--- config.mk ---
export PLATFORM = sky130hd
export DESIGN_NAME = cdcs_mac
export DESIGN_NICKNAME = d
export VERILOG_FILES = /design/src/hw/rtl/cdcs_pkg.sv /design/src/hw/rtl/cdcs_mac.sv
export SDC_FILE = /design/constraint.sdc
export NUM_CORES = 2
export LEC_CHECK = 0
export BUFFER_PORTS_ARGS = -buffer_cell sky130_fd_sc_hd__clkbuf_2
export CAP_MARGIN = 20
export CORE_ASPECT_RATIO = 0.5
export CORE_UTILIZATION = 60
export DETAILED_ROUTE_END_ITERATION = 16
export PLACE_DENSITY_LB_ADDON = 0.3
export SLEW_MARGIN = 5
export SYNTH_ARGS = -nofsm -noshare
export SYNTH_HDL_FRONTEND = slang
export SYNTH_SLANG_ARGS = --single-unit
--- constraint.sdc ---
create_clock -name clk -period 17.61 [get_ports clk]
set_clock_uncertainty 0.05 [all_clocks]
set_input_delay 4.4025 -clock clk [delete_from_list [all_inputs] [get_ports clk]]
set_output_delay 4.4025 -clock clk [all_outputs]
set_load 0.02 [all_outputs]
--- src/hw/rtl/cdcs_pkg.sv ---
package cdcs_pkg;

	localparam int CHANNELS = 64;
	localparam int TAPS     = 4;
	localparam int HIST_LEN = TAPS - 1;

	localparam int DATA_W = 16;
	localparam int TYPE_W = 2;
	localparam int CH_W   = 6;
	localparam int TAP_W  = 2;
	localparam int ADDR_W = (CHANNELS > 1) ? $clog2(CHANNELS) : 1;
	localparam int PROD_W = 2 * DATA_W;
	localparam int ACC_W  = PROD_W + 1 + $clog2(TAPS);
	localparam int SIG_W  = DATA_W + 1;
	localparam int SILU_W = DATA_W + SIG_W;

	localparam logic RES_SAMPLE = 1'b0;
	localparam logic RES_HIST   = 1'b1;

	typedef enum logic [TYPE_W-1:0] {
		REQ_WR_WEIGHT = 2'd0,
		REQ_WR_HIST   = 2'd1,
		REQ_SAMPLE    = 2'd2,
		REQ_RD_HIST   = 2'd3
	} req_t;

	typedef logic [TAPS-1:0][DATA_W-1:0]     wrow_t;
	typedef logic [HIST_LEN-1:0][DATA_W-1:0] hrow_t;

	typedef struct packed {
		logic              w_en;
		logic              h_en;
		logic [ADDR_W-1:0] addr;
		wrow_t             wrow;
		hrow_t             hrow;
	} store_wr_t;

	typedef logic [255:0][DATA_W-1:0] sig_tab_t;

	// unsigned quotient by shift and subtract, table build only
	function automatic logic [63:0] div_u64(logic [63:0] num, logic [63:0] den);
		logic [63:0] q;
		logic [64:0] r;
		q = '0;
		r = '0;
		for (int i = 63; i >= 0; i--) begin
			r = {r[63:0], num[i]};
			if (r >= {1'b0, den}) begin
				r    = r - {1'b0, den};
				q[i] = 1'b1;
			end
		end
		return q;
	endfunction

	// sigmoid at the start of each 1/16 bin over [-8,8), unsigned q0.15
	function automatic sig_tab_t build_sig_tab();
		sig_tab_t    t;
		logic [63:0] e;
		logic [63:0] d;
		logic [63:0] p;
		t = '0;
		e = 64'd1 << 32;
		for (int k = 0; k <= 128; k++) begin
			d = (64'd1 << 32) + e;
			p = div_u64((64'd1 << 47) + (d >> 1), d);
			if (k < 128) begin
				t[128 + k] = p[DATA_W-1:0];
			end
			if (k > 0) begin
				t[128 - k] = DATA_W'(32'd32768 - p[31:0]);
			end
			e = (e * 64'd4034748383 + (64'd1 << 31)) >> 32;
		end
		return t;
	endfunction

	localparam sig_tab_t SIG_TAB = build_sig_tab();

endpackage

--- src/hw/rtl/cdcs_mac.sv ---
module cdcs_mac (
	input  logic                                clk,
	input  cdcs_pkg::wrow_t                     wrow,
	input  cdcs_pkg::hrow_t                     hrow,
	input  logic signed [cdcs_pkg::DATA_W-1:0]  sample,
	output logic signed [cdcs_pkg::DATA_W-1:0]  sum_s3
);
	import cdcs_pkg::*;

	logic signed [DATA_W-1:0] wgt [TAPS];
	logic signed [DATA_W-1:0] win [TAPS];
	logic signed [PROD_W-1:0] prod_s1 [TAPS];
	logic signed [ACC_W-1:0]  acc_d;
	logic signed [ACC_W-1:0]  acc_s2;
	logic signed [ACC_W-1:0]  rnd;
	logic signed [ACC_W-1:0]  shr;
	logic                     fits;

	// window oldest first, new sample last
	always_comb begin
		for (int k = 0; k < TAPS; k++) begin
			wgt[k] = $signed(wrow[k]);
		end
		for (int k = 0; k < HIST_LEN; k++) begin
			win[k] = $signed(hrow[k]);
		end
		win[TAPS-1] = sample;
	end

	always_ff @(posedge clk) begin
		for (int k = 0; k < TAPS; k++) begin
			prod_s1[k] <= wgt[k] * win[k];
		end
	end

	always_comb begin
		acc_d = '0;
		for (int k = 0; k < TAPS; k++) begin
			acc_d = acc_d + ACC_W'(prod_s1[k]);
		end
	end

	always_ff @(posedge clk) begin
		acc_s2 <= acc_d;
	end

	// round half up to q7.8, then saturate
	assign rnd  = acc_s2 + ACC_W'(1 << 13);
	assign shr  = rnd >>> 14;
	assign fits = (shr[ACC_W-1:DATA_W-1] == '0) || (shr[ACC_W-1:DATA_W-1] == '1);

	always_ff @(posedge clk) begin
		if (fits) begin
			sum_s3 <= shr[DATA_W-1:0];
		end else if (shr[ACC_W-1]) begin
			sum_s3 <= {1'b1, {(DATA_W-1){1'b0}}};
		end else begin
			sum_s3 <= {1'b0, {(DATA_W-1){1'b1}}};
		end
	end

endmodule

==> flow_metrics.tcl <==
set metrics [dict create \
    first_iteration_detailed_routing_drc_count 2131 \
    worst_hold_path_type "register to register" \
    synth_enable_flop_cells 0 \
    finalWeightedCongestion 0.931 \
    grt_antenna_before_repair 2 \
    rsz0062_at_grt "false" \
    min_delay_path_depth 1 \
    synthesized_area_divided_by_synthesized_cell_count_um2 9.51 \
    multi_input_comb_area_um2 37100 \
    seq_area_frac_synth_pct 7.35 \
    fp.coreArea_um2 73800 \
    synthesis.area_um2 45200 \
    die_h_um 196 \
    ys_warn_count 0 \
    timing.critical_path.from_type "primary input" \
    endpoint_kind "register" \
    max-cap-violations 0 \
    hold_violations 0 \
    cts_htree_levels 4 \
    grt_first_pass_wirelength_um 175000 \
    timing.setup.tns_ns 0 \
    cts.sinks 166 \
    synthToLayoutAreaGrowth_pct 4.65 \
    post_route_fraction_of_the_period_consumed_by_the_critical_path_pct 60.7 \
    detail_route.first_pass.iterations 5 \
    postRouteAntennaNets 0 \
    critical_path.reg2reg.startpoint "prod_s1[0][16]" \
    reg2reg_depth 12 \
    clock_tree_from_tritoncts "built" \
    drv_slew 0 \
    finalWirelength_um 102000 \
    fill_cells 5984 \
    detail_route.drc_violations 0 \
    finalNetCount 6388 \
    timing.critical_path.fanout_max 16 \
    synthDominantAreaCellType "fa_1" \
    worstPathRequired_ns 17.84 \
    max_clock_freq_mhz 93.5 \
    cts_resized 0 \
    synth_top_cell_area_share_pct 49.2 \
    io_buffer_count 144 \
    crit_type "primary input to register" \
    die_w_um 390 \
    relSlewSlack_pct 43.9 \
    ctsLongestPathBuffers 2 \
    io_pins 145 \
    synthTopCellsByArea "fa_1 49%, ha_1 10%, inv_1 9.6%, dfxtp_1 7.3%, and2_1 7.0%" \
    post-cts-setup-buffers 0 \
    clkSlewWorstSetupHoldPaths_ns 0.08 \
    worstSkewPairLatency_ns 0.45 \
    worst_hold_startpoint "acc_s2[34]" \
    ff2ff_setup_slack_ns 13.47 \
    dominantRegCellSynth "dfxtp_1" \
    grt_pass1_vias 34900 \
    initial_utilization_pct 61.3 \
    timing_worst_slew_pin_value_ns 0.840 \
    wl_per_cell_um 17.6 \
    die_area_um2 76600 \
    final-setup-viol-count 0 \
    gr_overflow_total 0 \
    synth_seq_cells 166 \
    yosysUniqueCellTypes 65 \
    clock_tree.root_cell "clkbuf_16" \
    route.vias.total 31800 \
    routed_vias_inst 5.47 \
    num_rows 70 \
    holdBufCountCts 0 \
    reg2reg_to "acc_s2[33]" \
    synthCells 4755 \
    layout.area.seq_um2 3320 \
    final_layout_size_suffix_gt1_share_pct 4.00 \
    synthArstFlopShare_pct 0 \
    finalCriticalPeriod_ns 10.69 \
    cts-buffers-inserted 17 \
    grt_start_max_net_pins 21 \
    mappedNetlistNets 6357 \
    global_route.usage.total_pct 28.8 \
    outcome "finished clean" \
    crit_arrival_ns 10.92 \
    worstHoldEndpoint "sum_s3[15]" \
    detailedPlacementHpwl_um 87000 \
]
==> layout make-up <==
| cell class | count | share of cell area (%) |
|---|---|---|
| antenna | 1 | 0.00529 |
| timing repair buffer | 144 | 1.52 |
| inverter | 1157 | 9.17 |
| tap | 1008 | 2.66 |
| multi-input combinational | 3300 | 78.3 |
| clock buffer | 17 | 0.899 |
| sequential | 166 | 7.02 |
| clock inverter | 15 | 0.407 |
==> critical path, stage by stage <==
cell	delay [ns]
clkbuf_2	0.32
nand2_1	0.14
fa_1	0.55
inv_1	0.05
fa_1	0.57
inv_1	0.08
fa_1	0.53
inv_1	0.05
fa_1	0.47
fa_1	0.50
inv_1	0.05
fa_1	0.47
inv_1	0.04
ha_1	0.35
nand2_1	0.11
o311ai_0	0.57
a31oi_1	0.25
a21oi_1	0.35
o31ai_1	0.18
a21oi_1	0.23
o21a_1	0.14
nor2_1	0.04
xnor2_1	0.46
==> sequential cells by signal (all words and copies together) (netlist names) <==
name,flops
acc_s2,22
prod_s1,128
sum_s3,16
==> cells by family after synthesis <==
group | after synthesis | synth area share [%]
and+or+nand+nor | 1296 | 14.3
buffers and inverters | 1289 | 10.7
adders and majority gates | 1473 | 59.2
muxes | 2 | 0.0470
DFF | 166 | 7.35
AOI/OAI and AO/OA | 368 | 5.29
xor gates and xnor gates | 161 | 3.12
==> metrics by stage <==
stage | setup WS, ns | instance area, um^2 | hold slack (ns) | utilization [%] | instances
6_report | 6.92 | 47300 | 0.488 | 64.1 | 5808
5_1_grt | 6.50 | 47300 | 0.528 | 64.1 | 5807
4_1_cts | 6.98 | 47300 | 0.499 | 64.1 | 5807
3_5_place_dp | 6.56 | 46700 | 0.502 | 63.3 | 5775
3_3_place_gp | 6.63 | 46700 | 0.495 | 63.3 | 5775
2_1_floorplan | 7.25 | 45200 | 0.397 | - | 4755
==> synthesized netlist by cell type (all sizes together) (11+ instances only) <==
library cell and number:
ha 361, nand3 31, a31oi 16, nand2b 34
nand2 510, fa 1112, and3 15, dfxtp 166
and2 507, o21ai 63, nand4 11, o21a 26
o21bai 14, xnor2 121, a21oi 112, nor3 21
xor2 40, nor2 128, nor2b 15, inv 1157
clkbuf 127, a21o 50
==> cell usage in the layout (no fill, tap or decap), drive strengths merged, types with 11 or more instances in the layout <==
cell	synthesis	final
o21bai	14	14
nand4	11	11
inv	1157	1163
a21o	50	50
xor2	40	40
a21oi	112	112
o21a	26	26
ha	361	361
nor2	128	128
a31oi	16	16
nand3	31	31
dfxtp	166	166
clkbuf	127	161
nor2b	15	15
o21ai	63	63
nor3	21	21
nand2b	34	34
and2	507	507
nand2	510	510
xnor2	121	121
and3	15	15
fa	1112	1112
==> worst max path at each step <==
stage / start / endpoint / slack [ns] / cells past startpoint
6_report: wrow[55] / prod_s1[3][31] / 6.92 / 23
3_3_place_gp: wrow[8] / prod_s1[0][30] / 6.63 / 22
2_1_floorplan: wrow[15] / prod_s1[0][31] / 7.25 / 21
4_1_cts: wrow[8] / prod_s1[0][30] / 6.98 / 22
3_5_place_dp: wrow[8] / prod_s1[0][30] / 6.56 / 22
5_1_grt: wrow[55] / prod_s1[3][31] / 6.50 / 23
==> per-layer routing <==
layer / GRT usage (%) / part of all wire [%] / up-vias
li1: - / - / 14100
met5: 0 / 0 / -
met1: 39.2 / 41 / 16400
met4: 7.10 / 2.4 / 0
met2: 48.5 / 49 / 1084
met3: 4.78 / 7.3 / 196
Power is left out: the tool's default activity adds up to more than one toggle a clock period on the data nets, which glitch-free logic cannot reach.
