==> src/hw/rtl/cdcs_pkg.sv <==
package cdcs_pkg;

	localparam int CHANNELS = 64;
	localparam int TAPS     = 4;
	localparam int HIST_LEN = TAPS - 1;

	localparam int DATA_W = 16;
	localparam int TYPE_W = 2;
	localparam int CH_W   = 6;
	localparam int TAP_W  = 2;
	localparam int ADDR_W = (CHANNELS > 1) ? $clog2(CHANNELS) : 1;
	localparam int PROD_W = 2 * DATA_W;
	localparam int ACC_W  = PROD_W + 1 + $clog2(TAPS);
	localparam int SIG_W  = DATA_W + 1;
	localparam int SILU_W = DATA_W + SIG_W;

	localparam logic RES_SAMPLE = 1'b0;
	localparam logic RES_HIST   = 1'b1;

	typedef enum logic [TYPE_W-1:0] {
		REQ_WR_WEIGHT = 2'd0,
		REQ_WR_HIST   = 2'd1,
		REQ_SAMPLE    = 2'd2,
		REQ_RD_HIST   = 2'd3
	} req_t;

	typedef logic [TAPS-1:0][DATA_W-1:0]     wrow_t;
	typedef logic [HIST_LEN-1:0][DATA_W-1:0] hrow_t;

	typedef struct packed {
		logic              w_en;
		logic              h_en;
		logic [ADDR_W-1:0] addr;
		wrow_t             wrow;
		hrow_t             hrow;
	} store_wr_t;

	typedef logic [255:0][DATA_W-1:0] sig_tab_t;

	// unsigned quotient by shift and subtract, table build only
	function automatic logic [63:0] div_u64(logic [63:0] num, logic [63:0] den);
		logic [63:0] q;
		logic [64:0] r;
		q = '0;
		r = '0;
		for (int i = 63; i >= 0; i--) begin
			r = {r[63:0], num[i]};
			if (r >= {1'b0, den}) begin
				r    = r - {1'b0, den};
				q[i] = 1'b1;
			end
		end
		return q;
	endfunction

	// sigmoid at the start of each 1/16 bin over [-8,8), unsigned q0.15
	function automatic sig_tab_t build_sig_tab();
		sig_tab_t    t;
		logic [63:0] e;
		logic [63:0] d;
		logic [63:0] p;
		t = '0;
		e = 64'd1 << 32;
		for (int k = 0; k <= 128; k++) begin
			d = (64'd1 << 32) + e;
			p = div_u64((64'd1 << 47) + (d >> 1), d);
			if (k < 128) begin
				t[128 + k] = p[DATA_W-1:0];
			end
			if (k > 0) begin
				t[128 - k] = DATA_W'(32'd32768 - p[31:0]);
			end
			e = (e * 64'd4034748383 + (64'd1 << 31)) >> 32;
		end
		return t;
	endfunction

	localparam sig_tab_t SIG_TAB = build_sig_tab();

endpackage

==> src/hw/rtl/cdcs_silu.sv <==
module cdcs_silu (
	input  logic                                clk,
	input  logic signed [cdcs_pkg::DATA_W-1:0]  s,
	output logic signed [cdcs_pkg::DATA_W-1:0]  y
);
	import cdcs_pkg::*;

	logic [7:0]               idx;
	logic signed [SIG_W-1:0]  sig;
	logic signed [SILU_W-1:0] prod_s4;
	logic signed [SILU_W-1:0] rnd;

	assign idx = {~s[11], s[10:4]};

	always_comb begin
		if (!s[15] && (s[14:11] != 4'b0000)) begin
			sig = SIG_W'(32768);
		end else if (s[15] && (s[14:11] != 4'b1111)) begin
			sig = '0;
		end else begin
			sig = {1'b0, SIG_TAB[idx]};
		end
	end

	always_ff @(posedge clk) begin
		prod_s4 <= s * sig;
	end

	assign rnd = (prod_s4 + SILU_W'(1 << 14)) >>> 15;
	assign y   = rnd[DATA_W-1:0];

endmodule

==> config.mk <==
export PLATFORM = sky130hd
export DESIGN_NAME = cdcs_silu
export DESIGN_NICKNAME = d
export VERILOG_FILES = /design/src/hw/rtl/cdcs_pkg.sv /design/src/hw/rtl/cdcs_silu.sv
export SDC_FILE = /design/constraint.sdc
export NUM_CORES = 1
export LEC_CHECK = 0
export BUFFER_PORTS_ARGS = -buffer_cell sky130_fd_sc_hd__buf_4
export CORE_MARGIN = 3
export CORE_UTILIZATION = 45
export CTS_CLUSTER_SIZE = 24
export DETAILED_ROUTE_END_ITERATION = 12
export SKIP_LAST_GASP = 1
export SLEW_MARGIN = 20
export SYNTH_ARGS = -nofsm -noshare
export SYNTH_HDL_FRONTEND = slang
export SYNTH_SLANG_ARGS = --single-unit
==> constraint.sdc <==
create_clock -name clk -period 12.64 [get_ports clk]
set_clock_uncertainty 0.1 [all_clocks]
set_input_delay 2.528 -clock clk [delete_from_list [all_inputs] [get_ports clk]]
set_output_delay 2.528 -clock clk [all_outputs]
set_load 0.02 [all_outputs]
==> results of run 1 <==
## layout by cell type, fill, tap and decap left out, types with 14 or more instances in the layout
cell type	n
a311oi_1	18
nor2b_1	20
nor3_1	58
inv_1	262
o21ai_0	72
a211oi_1	16
nand3_1	35
dfxtp_1	17
ha_1	121
nand2_1	172
fa_1	193
and3_1	20
o211ai_1	14
nand2b_1	29
a31oi_1	14
a21o_1	18
and2_1	64
a21oi_1	92
nor2_1	82
buf_4	73
xnor2_1	24
## where the power goes
group | switching [µW] | internal, µW | total (µW)
registers | 24.3 | 82.6 | 107
logic | 390 | 250 | 640
clock network | 19.0 | 42.7 | 61.7
total | 433 | 376 | 808
## layout make-up
type | instances | area, µm²
Fill cell | 2803 | 13960
Multi-Input combinational cell | 1229 | 10740
Clock buffer | 4 | 78.83
Sequential cell | 17 | 340.3
Timing Repair Buffer | 75 | 588.1
Inverter | 267 | 1002
Tap cell | 372 | 465.4
## Yosys cell counts, types with 5 or more instances
library cell	n	share of area (%)
mux4_2	6	1.1
nand2_1	172	5.1
a21oi_1	92	3.7
a21o_1	18	1.1
nor4_1	11	0.55
o31ai_1	7	0.42
a31oi_1	14	0.70
a2111oi_0	5	0.35
o221ai_1	8	0.56
nor2b_1	20	1.0
o21a_1	5	0.30
o41ai_1	5	0.35
o21ai_0	72	2.9
mux2i_1	6	0.48
inv_1	262	7.8
and2_1	64	3.2
nand3_1	35	1.4
o21bai_1	6	0.36
buf_1	13	0.39
o211ai_1	14	0.84
dfxtp_1	17	2.7
buf_2	33	1.3
nor2_1	83	2.5
xnor2_1	24	1.7
xor2_1	12	0.84
nand4_1	8	0.40
o311ai_0	5	0.35
o22ai_1	8	0.40
nor3_1	58	2.3
fa_1	193	31
ha_1	121	12
clkbuf_1	66	2.0
a311oi_1	19	1.3
a211oi_1	18	1.1
o2111ai_1	10	0.70
nand2b_1	29	1.4
and3_1	20	1.0
## per-layer routing
layer,share of wire (%),GRT usage [%],wire length [µm]
met1,41,41.10,18410
met4,3.3,8.480,1467
met3,11,6.917,4826
met5,0.20,1.763,89
met2,44,46.52,19640
## tightest hold or removal path, cell delays in order
cell and delay (ns):
buf_4 0.17, nand4_1 0.08, or3_1 0.22, o41ai_2 0.13, nand2_1 0.09, xnor2_1 0.08
## kinds of logic after synthesis
logic type	count (synthesis)
XOR/XNOR	36
AO/OA/AOI/OAI	338
buffers and inverters	382
adder cells (fa/ha/maj)	314
AND/OR/NAND/NOR	523
flip-flops	17
other	2
multiplexers	14
## stage by stage
stage                     hold slack [ns]  total power [µW]  util (%)  cell area, µm²  setup slack [ns]
after global routing                3.084             888.9     48.63           13220            0.1340
after floorplan                     2.870             540.8         -           12540             1.388
after global placement              2.956             739.3     48.34           13140            0.6783
final                               3.023             808.4     48.63           13220            0.6911
after CTS                           3.011             804.3     48.63           13220            0.8367
after detailed placement            2.957             735.4     48.34           13140            0.6177
## worst max path at each step
stage          slack (ns)     endpoint  cells past startpoint  start
3_3_place_gp         0.68  prod_s4[27]                     34   s[4]
2_1_floorplan        1.39  prod_s4[27]                     35   s[4]
3_5_place_dp         0.62  prod_s4[27]                     34   s[4]
6_report             0.69  prod_s4[27]                     34   s[4]
4_1_cts              0.84  prod_s4[27]                     34   s[4]
5_1_grt              0.13  prod_s4[27]                     34   s[4]
==> flow_summary.json, run 1 <==
{
  "power_density_mw_per_mm2": 61.17,
  "status": "finished clean",
  "die_h_um": 172.9,
  "critPathMaxStageDelay_ns": 0.83,
  "syn_avg_cell_area_um2": 7.710,
  "hp-class": "in -> reg",
  "grt_max_degree": 109,
  "peakVddDrop_uv": 85.92,
  "synth_area_mm2": 0.01254,
  "leakage_uw": 0.006276,
  "track_usage_pct": 29.71,
  "worstHoldEndpoint": "prod_s4[16]",
  "core_area_mm2": 0.02718,
  "synth_edf_count": 0,
  "die_w_um": 172.9,
  "vias_per_cell": 6.165,
  "period_minus_slack_ns": 11.95,
  "synth_xor_area_share_pct": 2.515,
  "largest_reg_flops": 17,
  "synth.yosys.seq_area_share_pct": 2.715,
  "synth.area.mux_share_pct": 1.737,
  "area_delta_synth_final_pct": 5.419,
  "start_kind": "primary input",
  "crit_fanout": 16,
  "cp.required_ns": 12.72,
  "cts.path.max_buffers": 2,
  "period_share_pct": 94.53,
  "synthSimpleGateAreaFrac_pct": 20.35,
  "cts_tree": "done",
  "io_pins": 33,
  "top_register": "prod_s4",
  "fmax_mhz": 83.69,
  "clock-sinks": 17,
  "rsz0062_at_grt": "no",
  "clkTransAtPathRegs_ns": 0.05,
  "yosys_most_used_dff": "dfxtp_1",
  "die_area_mm2": 0.02990,
  "yosysUniqueCellTypes": 76,
  "ctsHtreeMaxLevel": 1,
  "gp_congestion": 1.037,
  "dp_cells": 1960,
  "yosys_register_bits": 17,
  "worst_ep_arrival_time_ns": 12.03,
  "nNetsFinal": 1924,
  "drv_cap": 0,
  "cts_root_buffer": "clkbuf_16",
  "start_util_pct": 46.13,
  "async_flop_share_pct": 0,
  "postCtsHoldBufs": 0,
  "cp_slowest_cell": "ha_1",
  "yosysWarningCount": 0,
  "grt_overflow": 0,
  "dr.first_iter.drc_count": 1614,
  "syn_inst": 1626,
  "cp-end-kind": "flip-flop",
  "hpwl_um": 33650,
  "maxSlewHeadroom_pct": 34.23,
  "wl_per_cell_um": 22.63,
  "min_from": "s[0]",
  "synth-compound-area-share_pct": 17.81,
  "num_rows": 60,
  "crit_buf_inv": 10,
  "layout-drive-gt1-share_pct": 6.847,
  "setup_tns_ns": 0,
  "final_cells": 1964,
  "slew_violations": 0,
  "totalWireLength_um": 44440,
  "setup_viol": 0,
  "remaining_drc_errors": 0,
  "drt_first_pass_iters": 6,
  "antenna_cells": 0,
  "synth_top_family_by_area": "adder cells",
  "synthAdderAreaFrac_pct": 42.89,
  "min_path_cells": 6,
  "cp_top_family": "adder cells",
  "grt_pass1_vias": 12450,
  "worst_pin_slew_ns": 0.9865,
  "ant_nets": 0,
  "ctsResizeCount": 0,
  "setup.worst_path.class": "in -> reg",
  "cts_buffers": 3,
  "io_buffers": 32,
  "hold_viol_final": 0,
  "post_cts_buffers": 0,
  "reg_top3": "prod_s4: 17 flops",
  "antenna_found_initial": 1,
  "vias": 12110,
  "grt_pass1_wl_um": 70570
}
Note: power is estimated with default switching activity, not from simulation.
==> run 2, diff against run 1 <==
--- a/config.mk
+++ b/config.mk
@@ -10,6 +10,7 @@
 export CORE_UTILIZATION = 45
 export CTS_CLUSTER_SIZE = 24
 export DETAILED_ROUTE_END_ITERATION = 12
+export PLACE_DENSITY_LB_ADDON = 0.12
 export SKIP_LAST_GASP = 1
 export SLEW_MARGIN = 20
 export SYNTH_ARGS = -nofsm -noshare
==> run 2 against run 1 <==
Sequential power barely moved. Critical path depth fell by 2. Global-route usage rose by 0.51 points. Worst setup slack got worse by 0.014 ns. Sequential share of layout area barely moved. Die area did not move. Critical endpoint unchanged. Highest routed layer unchanged.
==> flow_summary.json, run 2 (synthesis gave the netlist of run 1 again) <==
{
  "antenna_found_initial": 3,
  "postLayoutSetupSlackWorst_ns": 0.6768,
  "ctsResizeCount": 0,
  "slew_violations": 0,
  "critPathMaxStageDelay_ns": 0.85,
  "ctsHtreeMaxLevel": 1,
  "switchingPower_uw": 436.8,
  "cts_root_buffer": "clkbuf_16",
  "ant_nets": 0,
  "crit_fanout": 32,
  "final_common_cell": "inv_1",
  "drv_cap": 0,
  "cp.required_ns": 12.72,
  "post_cts_buffers": 0,
  "hp-class": "in -> reg",
  "die_area_mm2": 0.02990,
  "reg_top3": "prod_s4: 17 flops",
  "layout-drive-gt1-share_pct": 6.671,
  "grt_max_degree": 68,
  "hpwl_um": 34060,
  "cts_tree": "done",
  "dp_slack_ns": 0.6315,
  "dpl_cell_area_mm2": 0.01309,
  "rsz0062_at_grt": "no",
  "wl_per_cell_um": 22.98,
  "nNetsFinal": 1921,
  "dr.first_iter.drc_count": 1398,
  "design_area_mm2": 0.01317,
  "num_rows": 60,
  "cts.path.max_buffers": 2,
  "power_density_mw_per_mm2": 61.69,
  "maxSlewHeadroom_pct": 23.09,
  "die_w_um": 172.9,
  "grt_pass1_vias": 12530,
  "peakVddDrop_uv": 100.6,
  "postCtsHoldBufs": 0,
  "area_delta_synth_final_pct": 5.040,
  "leakage_uw": 0.006253,
  "drt_first_pass_iters": 6,
  "power_frac_comb_pct": 79.3,
  "start_kind": "primary input",
  "antenna_cells": 0,
  "period_minus_slack_ns": 11.96,
  "start_util_pct": 46.13,
  "io_pins": 33,
  "clockPowerShare_pct": 7.6,
  "cp_slowest_cell": "ha_1",
  "totalWireLength_um": 45070,
  "mostFrequentLayoutCells": "262 x inv_1, 193 x fa_1, 172 x nand2_1",
  "period_share_pct": 94.65,
  "gp_congestion": 1.104,
  "grt_overflow": 0,
  "worst_ep_arrival_time_ns": 12.04,
  "vias_per_cell": 6.181,
  "core_area_mm2": 0.02718,
  "p_sw_share_pct": 53.77,
  "io_buffers": 32,
  "p_int_uw": 375.6,
  "clock-sinks": 17,
  "cts_buffers": 3,
  "setup_viol": 0,
  "grt_pass1_wl_um": 71690,
  "vias": 12120,
  "timing.hold.ws_ns": 3.048,
  "cp-end-kind": "flip-flop",
  "top_register": "prod_s4",
  "status": "finished clean",
  "setup_tns_ns": 0,
  "setup.worst_path.class": "in -> reg",
  "utilization_pct": 48.46,
  "hold_viol_final": 0,
  "remaining_drc_errors": 0,
  "largest_reg_flops": 17,
  "worst_pin_slew_ns": 1.151,
  "seqPwrFrac_pct": 13.1,
  "fmax_mhz": 83.59,
  "die_h_um": 172.9,
  "clkTransAtPathRegs_ns": 0.05,
  "track_usage_pct": 30.22
}
[run 2: metal layers]
metal	wire length (µm)	GRT usage, %
met2	19880	47.57
met1	18400	40.80
met4	1395	7.432
met3	5323	9.091
met5	74	1.442
[run 2: stage by stage]
step / total power, µW / std cells
2_1_floorplan: 540.8 / 1628
3_3_place_gp: 742.6 / 1957
3_5_place_dp: 737.9 / 1957
4_1_cts: 807.8 / 1961
5_1_grt: 890.3 / 1961
6_report: 812.4 / 1961
[run 2: path summary, 6_finish.rpt]
path | cells past startpoint | startpoint | slack, ns | to
setup / recovery | 32 | s[4] | 0.68 | prod_s4[27]
hold / removal | 6 | s[0] | 3.05 | prod_s4[16]
[run 2: power groups by stage]
stage                     Combinational (µW)  Clock (µW)  Sequential (µW)
after global routing                     713        67.1              110
after detailed placement                 633           0              105
after global placement                   636           0              106
after CTS                                638        63.5              106
after floorplan                          440           0              100
final                                    644        62.1              106
[run 2: worst max-delay path, delay by kind of cell]
family | cells | cell delay (ns)
mux | 1 | 0.44
buf+inv | 9 | 1.04
simple gates | 5 | 1.29
fa+ha+maj | 8 | 4.23
xor+xnor | 1 | 0.15
compound gates | 8 | 2.32
[run 2: layout make-up]
class                           instances  area (µm²)
Clock buffer                            4       78.83
Fill cell                            2828       14010
Tap cell                              372       465.4
Sequential cell                        17       340.3
Timing Repair Buffer                   72       540.5
Multi-Input combinational cell       1229       10740
Inverter                              267        1002
